## config.mk

```make
export PLATFORM = sky130hd
export DESIGN_NAME = lflt_cell
export DESIGN_NICKNAME = d
export VERILOG_FILES = /design/src/hw/rtl/lflt_pkg.sv /design/src/hw/rtl/lflt_cell.sv
export SDC_FILE = /design/constraint.sdc
export NUM_CORES = 1
export LEC_CHECK = 0
export BUFFER_PORTS_ARGS = -buffer_cell sky130_fd_sc_hd__buf_4
export CORE_MARGIN = 3
export CORE_UTILIZATION = 30
export CTS_BUF_LIST = sky130_fd_sc_hd__clkbuf_8
export DETAILED_ROUTE_END_ITERATION = 6
export PLACE_DENSITY = 0.59
export SETUP_SLACK_MARGIN = 0.3
export SYNTH_ARGS = -nofsm -noshare
export SYNTH_HDL_FRONTEND = slang
export SYNTH_SLANG_ARGS = --single-unit
```

## constraint.sdc

```tcl
create_clock -name clk -period 13.9 [get_ports clk]
set_input_delay 2.085 -clock clk [delete_from_list [all_inputs] [get_ports clk]]
set_output_delay 2.085 -clock clk [all_outputs]
set_load 0.05 [all_outputs]
```

## src/hw/rtl/lflt_pkg.sv

```systemverilog
// Package for the login failure lockout table.
// Holds sizes, operation and status codes, register indexes and the beat type
// that travels along the row of table cells. No dependencies.
package lflt_pkg;

  localparam int TABLE_DEPTH = 64;
  localparam int IDX_BITS    = $clog2(TABLE_DEPTH);
  localparam int CNT_BITS    = IDX_BITS + 1;
  localparam int COUNT_BITS  = 16;
  localparam int LIMIT_BITS  = 16;
  localparam int LOCKOUT_BITS = 31;
  localparam int KEY_BITS    = 64;
  localparam int TIME_BITS   = 64;
  localparam int CFG_DATA_BITS = 31;
  localparam int CFG_IDX_BITS  = 1;

  localparam logic [COUNT_BITS-1:0] COUNT_MAX = {COUNT_BITS{1'b1}};

  localparam logic [LIMIT_BITS-1:0]   LIMIT_RESET   = 16'd5;
  localparam logic [LOCKOUT_BITS-1:0] LOCKOUT_RESET = 31'd300000;

  localparam logic [CFG_IDX_BITS-1:0] REG_FAILURE_LIMIT = 1'd0;
  localparam logic [CFG_IDX_BITS-1:0] REG_LOCKOUT_TIME  = 1'd1;

  localparam logic [1:0] FUNC_RECORD = 2'd0;
  localparam logic [1:0] FUNC_CHECK  = 2'd1;
  localparam logic [1:0] FUNC_QUERY  = 2'd2;

  localparam logic [1:0] STATUS_OK     = 2'd0;
  localparam logic [1:0] STATUS_LOCKED = 2'd1;
  localparam logic [1:0] STATUS_FULL   = 2'd2;

  typedef struct packed {
    logic                  valid;
    logic                  done;
    logic                  inserted;
    logic [1:0]            func;
    logic [KEY_BITS-1:0]   user_key;
    logic                  attempt_ok;
    logic [TIME_BITS-1:0]  now_time;
    logic [1:0]            status;
    logic                  lock_state;
    logic [COUNT_BITS-1:0] failure_count;
    logic                  user_found;
  } beat_t;

endpackage

```

## src/hw/rtl/lflt_cell.sv

```systemverilog
// One table cell: holds one entry and processes the beat passing through it.
// Depends on lflt_pkg.
module lflt_cell (
  input  logic                              clk,
  input  logic                              rst,
  input  logic                              adv,
  input  logic [lflt_pkg::IDX_BITS-1:0]     cell_idx,
  input  logic [lflt_pkg::CNT_BITS-1:0]     entry_count,
  input  logic [lflt_pkg::LIMIT_BITS-1:0]   failure_limit,
  input  logic [lflt_pkg::LOCKOUT_BITS-1:0] lockout_time,
  input  lflt_pkg::beat_t                   beat_in,
  output lflt_pkg::beat_t                   beat_out
);
  import lflt_pkg::*;

  logic [KEY_BITS-1:0]   key;
  logic [COUNT_BITS-1:0] count;
  logic [TIME_BITS-1:0]  last_time;
  logic                  lock;

  logic [COUNT_BITS-1:0] count_next;
  logic [TIME_BITS-1:0]  last_time_next;
  logic                  lock_next;
  logic                  hit;
  logic                  ins;
  logic                  occupied;
  logic [COUNT_BITS-1:0] cur_count;
  logic [TIME_BITS-1:0]  cur_time;
  logic                  cur_lock;
  logic [COUNT_BITS-1:0] inc_count;
  logic [TIME_BITS-1:0]  elapsed;
  beat_t                 beat_next;

  assign occupied = {1'b0, cell_idx} < entry_count;
  assign hit = beat_in.valid && !beat_in.done && occupied && (key == beat_in.user_key);
  assign ins = beat_in.valid && !beat_in.done && (beat_in.func == FUNC_RECORD) &&
               ({1'b0, cell_idx} == entry_count);

  assign cur_count = ins ? '0 : count;
  assign cur_time  = ins ? '0 : last_time;
  assign cur_lock  = ins ? 1'b0 : lock;
  assign inc_count = (cur_count == COUNT_MAX) ? cur_count : cur_count + 1'b1;
  assign elapsed   = beat_in.now_time - cur_time;

  always_comb begin
    count_next     = cur_count;
    last_time_next = cur_time;
    lock_next      = cur_lock;
    beat_next      = beat_in;
    if (hit || ins) begin
      beat_next.done     = 1'b1;
      beat_next.inserted = ins;
      case (beat_in.func)
        FUNC_RECORD: begin
          beat_next.user_found = hit;
          if (beat_in.attempt_ok) begin
            count_next = '0;
            lock_next  = 1'b0;
          end else begin
            count_next     = inc_count;
            last_time_next = beat_in.now_time;
            if (inc_count >= failure_limit) begin
              lock_next        = 1'b1;
              beat_next.status = STATUS_LOCKED;
            end
          end
          beat_next.lock_state    = lock_next;
          beat_next.failure_count = count_next;
        end
        FUNC_CHECK: begin
          beat_next.user_found = 1'b1;
          if (cur_lock && (elapsed > {{(TIME_BITS-LOCKOUT_BITS){1'b0}}, lockout_time})) begin
            lock_next  = 1'b0;
            count_next = '0;
          end
          beat_next.lock_state    = lock_next;
          beat_next.failure_count = count_next;
        end
        FUNC_QUERY: begin
          beat_next.user_found    = 1'b1;
          beat_next.lock_state    = cur_lock;
          beat_next.failure_count = cur_count;
        end
        default: begin
        end
      endcase
    end
  end

  always_ff @(posedge clk) begin
    if (adv && (hit || ins)) begin
      if (ins) begin
        key <= beat_in.user_key;
      end
      count     <= count_next;
      last_time <= last_time_next;
      lock      <= lock_next;
    end
  end

  always_ff @(posedge clk) begin
    if (rst) begin
      beat_out.valid <= 1'b0;
    end else if (adv) begin
      beat_out.valid <= beat_next.valid;
    end
    if (adv) begin
      beat_out.done          <= beat_next.done;
      beat_out.inserted      <= beat_next.inserted;
      beat_out.func          <= beat_next.func;
      beat_out.user_key      <= beat_next.user_key;
      beat_out.attempt_ok    <= beat_next.attempt_ok;
      beat_out.now_time      <= beat_next.now_time;
      beat_out.status        <= beat_next.status;
      beat_out.lock_state    <= beat_next.lock_state;
      beat_out.failure_count <= beat_next.failure_count;
      beat_out.user_found    <= beat_next.user_found;
    end
  end

endmodule
```

# [Word level (Yosys, flattened, before mapping)]
# Index checks and enable logic that the tools add are counted.
[op_classes] mux=22 n_addsub=2 order_cmp=3 n_bitwise=0 reduce_logical=11 shift=0 n_eq_ne=5 n_div=0 multipliers=0
[op_table] cell="$mux 64" n=4
[op_table] cell="$mux 16" n=5
[op_table] cell="$eq 64x64->1" n=1
[op_table] cell="$gt 64x31->1" n=1
[op_table] cell="$sub 64x64->64" n=1
[op_table] cell="$pmux 18 s3" n=1
[op_table] cell="$pmux 16 s2" n=1
[op_table] cell="$mux 20" n=1
[op_table] cell="$add 16x1->16 const B" n=1
[op_table] cell="$eq 16x16->1 const B" n=1
[op_table] cell="$ge 16x16->1" n=1
[op_table] cell="$eq 6x7->1" n=1
[op_table] cell="$logic_and 1x1->1" n=7
[op_table] cell="$lt 6x7->1" n=1
[op_table] cell="$mux 1" n=6
[op_table] cell="$mux 2" n=3
[op_table] cell="$eq 2x1->1 const B" n=1
[op_table] cell="$eq 2x2->1 const B" n=1
[op_table] cell="$logic_not 2->1" n=1
[op_table] cell="$pmux 1 s2" n=1
[op_table] cell="$reduce_and 2->1" n=1
[op_table] cell="$logic_not 1->1" n=1
[op_table] cell="$logic_or 1x1->1" n=1
[totals] romBits=0 ram_bits=0 inputBits=217 latch_bits=0 register_bits=299 wordCells=58 mem_count=0

# [Longest topological paths before layout]
# Gate-level depths: netlist of the first run.
[logic_depth] word_depth=12 depth_mapped=32 mapped_depth_nobuf=29

# [Worst setup path before layout of the first run]
# OpenSTA, ideal clock, no wires.
[synth_timing] kind="input-to-reg" startpoint="in entry_count[4] (netlist name)" endpoint="reg count[13], data pin" path_stages=31 n_path_buf=4 t_arrival_ns=7.994 t_required_ns=13.730 path_slack_ns=5.736 setup_time_ns=0.170 path_cell_list="inv_1 -> ha_1 -> nand4_1 -> or4_1 -> clkbuf_1 -> clkbuf_1 -> clkbuf_1 -> nand2_1 -> fa_1 -> a21o_1 -> a221oi_2 -> nor2b_1 -> o21a_1 -> o21ai_0 -> nand2b_1 -> a21oi_1 -> xnor2_1 -> ha_1 -> nand4_1 -> or2_2 -> nor4_1 -> or3b_2 -> a21o_1 -> o211ai_1 -> a2111o_1 -> a2111o_1 -> nor4_2 -> nand2_1 -> buf_6 -> and3_4 -> a311oi_2"
[synth_between] elab_chain_cells=9 word_cells_on_any_way=19
[synth_rtl] item="start, declared" line="lflt_cell.sv:8" source="input logic [lflt_pkg::CNT_BITS-1:0] entry_count,"
[synth_rtl] item="$eq 6x7->1" line="lflt_cell.sv:37" source="({1'b0, cell_idx} == entry_count);"
[synth_rtl] item="$logic_and 1x1->1" line="lflt_cell.sv:36" source="assign ins = beat_in.valid && !beat_in.done && (beat_in.func == FUNC_RECORD) &&"
[synth_rtl] item="$mux 64" line="lflt_cell.sv:40" source="assign cur_time = ins ? '0 : last_time;"
[synth_rtl] item="$sub 64x64->64" line="lflt_cell.sv:43" source="assign elapsed = beat_in.now_time - cur_time;"
[synth_rtl] item="$gt 64x31->1" line="lflt_cell.sv:72" source="if (cur_lock && (elapsed > {{(TIME_BITS-LOCKOUT_BITS){1'b0}}, lockout_time})) begin"
[synth_rtl] item="$logic_and 1x1->1" line="lflt_cell.sv:72"
[synth_rtl] item="$mux 16" line="lflt_cell.sv:72"
[synth_rtl] item="$pmux 16 s2" line="lflt_cell.sv:53" source="case (beat_in.func)"
[synth_rtl] item="$mux 16 (*)" line="lflt_cell.sv:50" source="if (hit || ins) begin"
[synth_rtl] item="net count_next[13]" line="lflt_cell.sv:21" source="logic [COUNT_BITS-1:0] count_next;"
[synth_rtl] item="end signal, assigned" line="lflt_cell.sv:95" source="count <= count_next;"
[synth_rtl] item="end, declared" line="lflt_cell.sv:17" source="logic [COUNT_BITS-1:0] count;"
# The timed path passes the listed nets; every way through them passes the cells marked *.
# A chain may end at the register's enable or synchronous reset.

==> summary.txt, run 1 <==
setup_tns = 0 ns
RSZ-0062 raised after global routing = false
Hold Path Depth = 2
r2r setup slk = 7.02 ns
number of flops mapped to enable cells by yosys = 298
skew final = 0.0297 ns
area grow syn2layout = 25.8%
final worst-path cycle share = 67.4%
GR Util met2 = 31.5%
flops & latches, synth = 299
initial antenna violation count = 2
critical path capture point type = register
# H-tree levels = 2
worst skew pair latency = 0.64 ns
drt wl/cell = 20.9 um
Worst Hold Class = register to register
hold buffers post-CTS = 0
Antenna Cells = 0
die height = 251 um
busiest layer in global routing = met2
Worst R2R Path Depth = 25
Post-CTS Setup Bufs = 0
# nets final = 2,444
Post-Layout Cell Count = 2,917
worst reg2reg path endpoint = beat_out[14]
clk buf depth = 3
DRC viols = 0
most frequent cell after synthesis = edfxtp_1
Die Footprint = 63,200 um2
top-area cell type share of the netlist area = 49.5%
ys flop type = edfxtp_1
Cell Area, Synth = 18,100 um2
root buf cell = clkbuf_8
GR Layer Usage met1 = 24.7%
vias in the first global route = 15,414
clk slew on worst S/H paths = 0.06 ns
placed insts = 2,821
reg2reg start = last_time[0]
max cap viols = 0
Core Util, Final = 38.4%
routed vias/inst = 5.30
via count = 15,456
FP Rows = 89
first-pass GRT wire length = 92,100 um
Power Dens Cells = 100 nW/um2
share of layout cells above drive strength 1 = 22.3%
count of cell types in the netlist = 76
Slew Viols, Final = 0
Seq/Total Area, Yosys = 49.7%
post-synth top area cell = edfxtp_1
post-route minimum period = 9.36 ns
Worst setup SP type = primary input
Crit Path Category = primary input to register
Synth async-reset ratio = 0%
TritonCTS Sinks = 299
Synth Area per Inst = 10.4 um2
Lkg Pwr = 0.00971 uW
status = complete, no violations
CTS tree = done
Antenna Violating Nets Remaining = 0
Critical path destination = beat_out[14]
setup violators final = 0
Mapped Cells = 1,738
Congestion Overflow GR = 0
Max VDD drop = 0.0791 mV
dpl hpwl = 48,100 um
Die X = 251 um
syn_nets = 2,079
worst-margin pin slew = 1.16 ns
Max FO, Critical Path = 26
Final Wtd Congestion = 0.976
Port-buffer cells = 370
IO Pins = 371
top cells by area, synth = edfxtp_1 50%, ha_1 8.5%, nand2_1 4.6%
pin count of the biggest net entering global routing = 91
initial drt markers = 977
Hold Vio Cnt, Final = 0
TritonCTS buffer count = 53
worst setup path startpoint = beat_in[150]
Critical Path RT = 14.39 ns
gr usage total = 18.7%
Max-slew headroom = 22.6%
Global Route met3 Usage = 3.58%
Fmax = 107 MHz
Arrival @ worst endpoint = 9.85 ns
total number of yosys warnings = 0
Routed Wire Length = 61,100 um
drt first pass iters = 5
Core Region = 59,200 um2
commonest cells in the netlist = 298 x edfxtp_1, 222 x nand2_1, 134 x a21oi_1
post-CTS sizing = 0
Starting Density = 30.5%
FILL cells = 5,882
==> sequential cells by signal, summed over array words and instances (netlist names) <==
| register | flops |
|---|---|
| beat_out | 154 |
| count | 16 |
| key | 64 |
| last_time | 64 |
| lock | 1 |
==> through the flow <==
step	total power, uW	cell area [um2]	worst slack [ns]	hold WS, ns
3_3_place_gp	1450	21600	4.20	0.492
4_1_cts	2320	22700	4.62	0.532
5_1_grt	2390	22700	4.03	0.589
6_report	2280	22700	4.54	0.532
3_5_place_dp	1450	21600	3.93	0.519
2_1_floorplan	1270	18100	5.74	0.537
==> cells by family (layout without fill, tap and decap cells) <==
logic type                 Yosys count  after routing  synth area share (%)
DFF                                299            299                  49.7
xor gates and xnor gates            94             94                  4.56
muxes                                9              9                 0.520
adders and majority gates          124            124                  8.63
buffers and inverters              164            570                  3.51
AOI/OAI and AO/OA                  474            474                  17.7
and+or+nand+nor                    574            574                  15.5
==> worst min path at each step <==
| stage | start | end |
|---|---|---|
| global route | last_time[20] | last_time[20] |
| floorplan | last_time[13] | last_time[13] |
| CTS | beat_out[153] | beat_out[153] |
| detailed placement | beat_out[153] | beat_out[153] |
| global placement | beat_out[153] | beat_out[153] |
| finish | beat_out[153] | beat_out[153] |
==> power breakdown <==
group	internal, uW	leakage [uW]	switching (uW)
Combinational	129	0.00656	257
Sequential	1030	0.00254	12.3
Clock	467	0.000600	386
Total	1630	0.00971	655
==> cell type report <==
| cell class | count | area (um2) | share of cell area [%] |
|---|---|---|---|
| clock buffer | 56 | 771 | 3.39 |
| clock inverter | 40 | 320 | 1.41 |
| inverter | 93 | 349 | 1.54 |
| multi-input combinational | 1275 | 8490 | 37.3 |
| sequential | 299 | 8970 | 39.5 |
| tap | 773 | 967 | 4.26 |
| timing repair buffer | 381 | 2860 | 12.6 |
==> per-layer routing <==
| layer | vias up | routed length (um) |
|---|---|---|
| met2 | 572 | 28800 |
| met1 | 7473 | 27000 |
| met3 | 93 | 3890 |
| met4 | 2 | 1430 |
| li1 | 7316 | - |
| met5 | - | 14 |
==> worst max-delay path: stages <==
cell	delay, ns
buf_4	0.13
inv_1	0.08
ha_1	0.27
nand4_1	0.16
or4_2	0.92
nand2_1	0.25
ha_1	0.29
a21o_1	0.19
a221oi_2	0.49
nor2b_1	0.09
o21a_1	0.19
o21ai_0	0.16
nand2b_1	0.08
a21oi_1	0.17
xnor2_1	0.09
ha_1	0.30
nand4_1	0.09
or2_2	0.30
nor4_1	0.49
or3b_2	0.22
a21o_1	0.11
o211ai_1	0.09
a2111o_1	0.45
a2111o_1	0.31
nor4_2	0.42
nand2_1	0.32
a21oi_1	0.83
a21o_1	0.24
==> cells in the final DEF (no fill, tap or decap), types with 14 or more instances in the layout <==
cell,Yosys,layout
buf_4,0,380
edfxtp_1,298,298
nand2_1,222,222
a21oi_1,134,134
ha_1,123,123
inv_1,93,107
nor2_1,103,101
o21ai_0,90,90
a22o_1,63,63
clkbuf_8,0,56
xor2_1,51,51
nand4_1,50,50
a21o_1,44,44
xnor2_1,43,43
nand3_1,34,34
nor4_1,32,31
nor2b_1,20,20
nor3_1,20,20
nand2b_1,14,14
and4_1,14,14
No activity file was read; power rests on OpenSTA's default activity.
==> run 2: changes to the inputs <==
==> constraint.sdc (replaced) <==
create_clock -name clk -period 9.75 [get_ports clk]
set_input_delay 1.4625 -clock clk [delete_from_list [all_inputs] [get_ports clk]]
set_output_delay 1.4625 -clock clk [all_outputs]
set_load 0.05 [all_outputs]
==> summary.txt, run 2 (synthesized netlist as in run 1, its figures left out) <==
TritonCTS buffer count = 53 (unchanged)
Comb power frac = 16.6% (-0.3 points)
Routed Wire Length = 61,700 um (+0.98%)
dpl hpwl = 48,700 um (+1.2%)
clk buf depth = 3 (unchanged)
Post-CTS Setup Bufs = 0 (unchanged)
largest reg by FF count = beat_out
Worst Hold Class = register to register
area grow syn2layout = 26.2%
routed vias/inst = 5.33 (+0.60%)
FP Rows = 89 (unchanged)
post-CTS sizing = 0 (unchanged)
gr usage total = 18.9% (+0.21 points)
root buf cell = clkbuf_8
skew final = 0.0357 ns (+0.00602 ns)
Slew Viols, Final = 0 (unchanged)
Die Footprint = 63,200 um2 (unchanged)
TritonCTS Sinks = 299 (unchanged)
commonest non-fill, non-tap cells in the layout = 382 x buf_4, 298 x edfxtp_1, 222 x nand2_1
Multi-input gate area = 8490 um2 (unchanged)
vias in the first global route = 15,406 (-0.052%)
Buf/Inv on CP = 3 (+1)
commonest non-fill, non-tap cell in the layout = buf_4
Hold Path End = beat_out[153]
CTS tree = done
drt wl/cell = 21.1 um (+0.78%)
die height = 251 um (unchanged)
placed insts = 2,823 (+0.071%)
Congestion Overflow GR = 0 (unchanged)
initial drt markers = 965 (-1.2%)
Hold Vio Cnt, Final = 0 (unchanged)
# H-tree levels = 2 (unchanged)
biggest regs = beat_out (154), key (64), last_time (64)
via count = 15,581 (+0.81%)
clk slew on worst S/H paths = 0.06 ns (about the same)
share of layout cells above drive strength 1 = 22.7% (+0.40 points)
CP top delay family = simple AND/OR/NAND/NOR gates
FILL cells = 5,879 (-0.051%)
Arrival @ worst endpoint = 8.66 ns (-1.19 ns)
worst reg2reg path endpoint = count[13]
worst skew pair latency = 0.65 ns (about the same)
CP most frequent cell = o21ai_0
internal power = 2360 uW (+45%)
Fmax = 122 MHz
hold buffers post-CTS = 0 (unchanged)
Hold Path Depth = 2 (unchanged)
Storage cell area = 8970 um2 (unchanged)
Worst setup SP type = primary input
r2r setup slk = 3.50 ns (-3.52 ns)
Antenna Violating Nets Remaining = 0 (unchanged)
Die X = 251 um (unchanged)
max cap viols = 0 (unchanged)
post-route minimum period = 8.21 ns
initial antenna violation count = 2 (unchanged)
setup_tns = 0 ns (unchanged)
status = complete, no violations
Crit Path Category = primary input to register
DRC viols = 0 (unchanged)
pin count of the biggest net entering global routing = 82 (-9.9%)
Max VDD drop = 0.108 mV (+36%)
final worst-path cycle share = 84.2%
min-delay src = beat_out[153]
Max FO, Critical Path = 26 (unchanged)
Clock Power Share = 38.4% (+1.0 points)
worst-margin pin slew = 1.33 ns (+0.165 ns)
drt first pass iters = 5 (unchanged)
Sequential Power Share = 44.9% (-0.8 points)
Worst path max stage delay = 0.92 ns (about the same)
IO Pins = 371 (unchanged)
Largest register FFs = 154 (unchanged)
Max-slew headroom = 11.7% (-11 points)
Final Wtd Congestion = 0.971 (-0.48%)
critical path capture point type = register
Worst R2R Path Depth = 25 (unchanged)
switching power = 952 uW (+45%)
Core Util, Final = 38.5% (+0.12 points)
switching portion of total power = 28.8% (+0.047 points)
Hold Slack = 0.532 ns (+0.000187 ns)
Post-Layout Cell Count = 2,923 (+0.21%)
Core Region = 59,200 um2 (unchanged)
Critical Path RT = 10.20 ns (-4.19 ns)
RSZ-0062 raised after global routing = false
critical path depth = 29 (+3.6%)
reg2reg start = last_time[0]
Power Dens Cells = 145 nW/um2 (+45%)
setup violators final = 0 (unchanged)
first-pass GRT wire length = 92,900 um (+0.88%)
Starting Density = 30.5% (unchanged)
Port-buffer cells = 370 (unchanged)
Antenna Cells = 0 (unchanged)
slowest cell on the critical path = or4_2
# nets final = 2,446 (+0.082%)
Lkg Pwr = 0.00974 uW (+0.37%)
==> run 2: changes by cell type in the layout (fill, tap and decap cells not counted), sizes merged <==
| cell | delta |
|---|---|
| clkinv | +6 |
| clkbuf | -3 |
| buf | +2 |
| bufinv | +2 |
| inv | -2 |
| clkinvlp | +1 |
==> run 2: metal layers <==
layer | track usage, % | vias up | share of wire [%]
met3 | 3.68 | 94 | 6.5
met4 | 4.92 | 2 | 2.3
met2 | 31.9 | 562 | 47
li1 | - | 7325 | -
met1 | 24.9 | 7598 | 44
met5 | 0 | - | 0.019
==> run 2: stage by stage <==
stage	worst slack (ns)	cell area, um2	total power, uW
after floorplan	2.21	18100	1820
after global placement	1.15	21700	2060
after detailed placement	0.967	21700	2070
after CTS	1.67	22800	3360
after global routing	1.03	22800	3460
final	1.54	22800	3310
==> run 2: worst max path at each step <==
| stage | to | startpoint |
|---|---|---|
| finish | count[13] | beat_in[149] |
| floorplan | count[13] | entry_count[4] |
| CTS | count[13] | beat_in[149] |
| global placement | count[13] | beat_in[149] |
| detailed placement | count[13] | beat_in[149] |
| global route | beat_out[8] | beat_in[149] |
==> run 2: power groups by stage <==
stage	combinational [uW]	sequential (uW)	clock [uW]
after global routing	588	1490	1380
after global placement	549	1510	0
final	551	1490	1270
after detailed placement	552	1510	0
after CTS	554	1490	1320
after floorplan	126	1690	0
==> run 2: area by class of cell <==
cell class	count	area share [%]
Clock buffer	53	3.20
Clock inverter	47	1.84
Inverter	93	1.53
Multi-Input combinational cell	1275	37.2
Sequential cell	299	39.3
Tap cell	773	4.24
Timing Repair Buffer	383	12.6
==> run 2: worst reg2reg max path, stage by stage (launching register included) <==
cell and delay [ns]:
edfxtp_1 0.31, and2_1 0.14, ha_1 0.17, inv_1 0.05, fa_1 0.40, a21o_1 0.20
a221oi_2 0.46, nor2b_1 0.09, o21a_1 0.19, o21ai_0 0.15, nand2b_1 0.08, a21oi_1 0.17
xnor2_1 0.08, ha_1 0.29, nand4_1 0.09, or2_2 0.30, nor4_1 0.43, or3b_2 0.20
a21o_1 0.09, o211ai_1 0.08, a2111o_1 0.44, a2111o_1 0.32, nor4_2 0.46, nand2_1 0.34
and3_4 0.28, a311oi_2 0.26
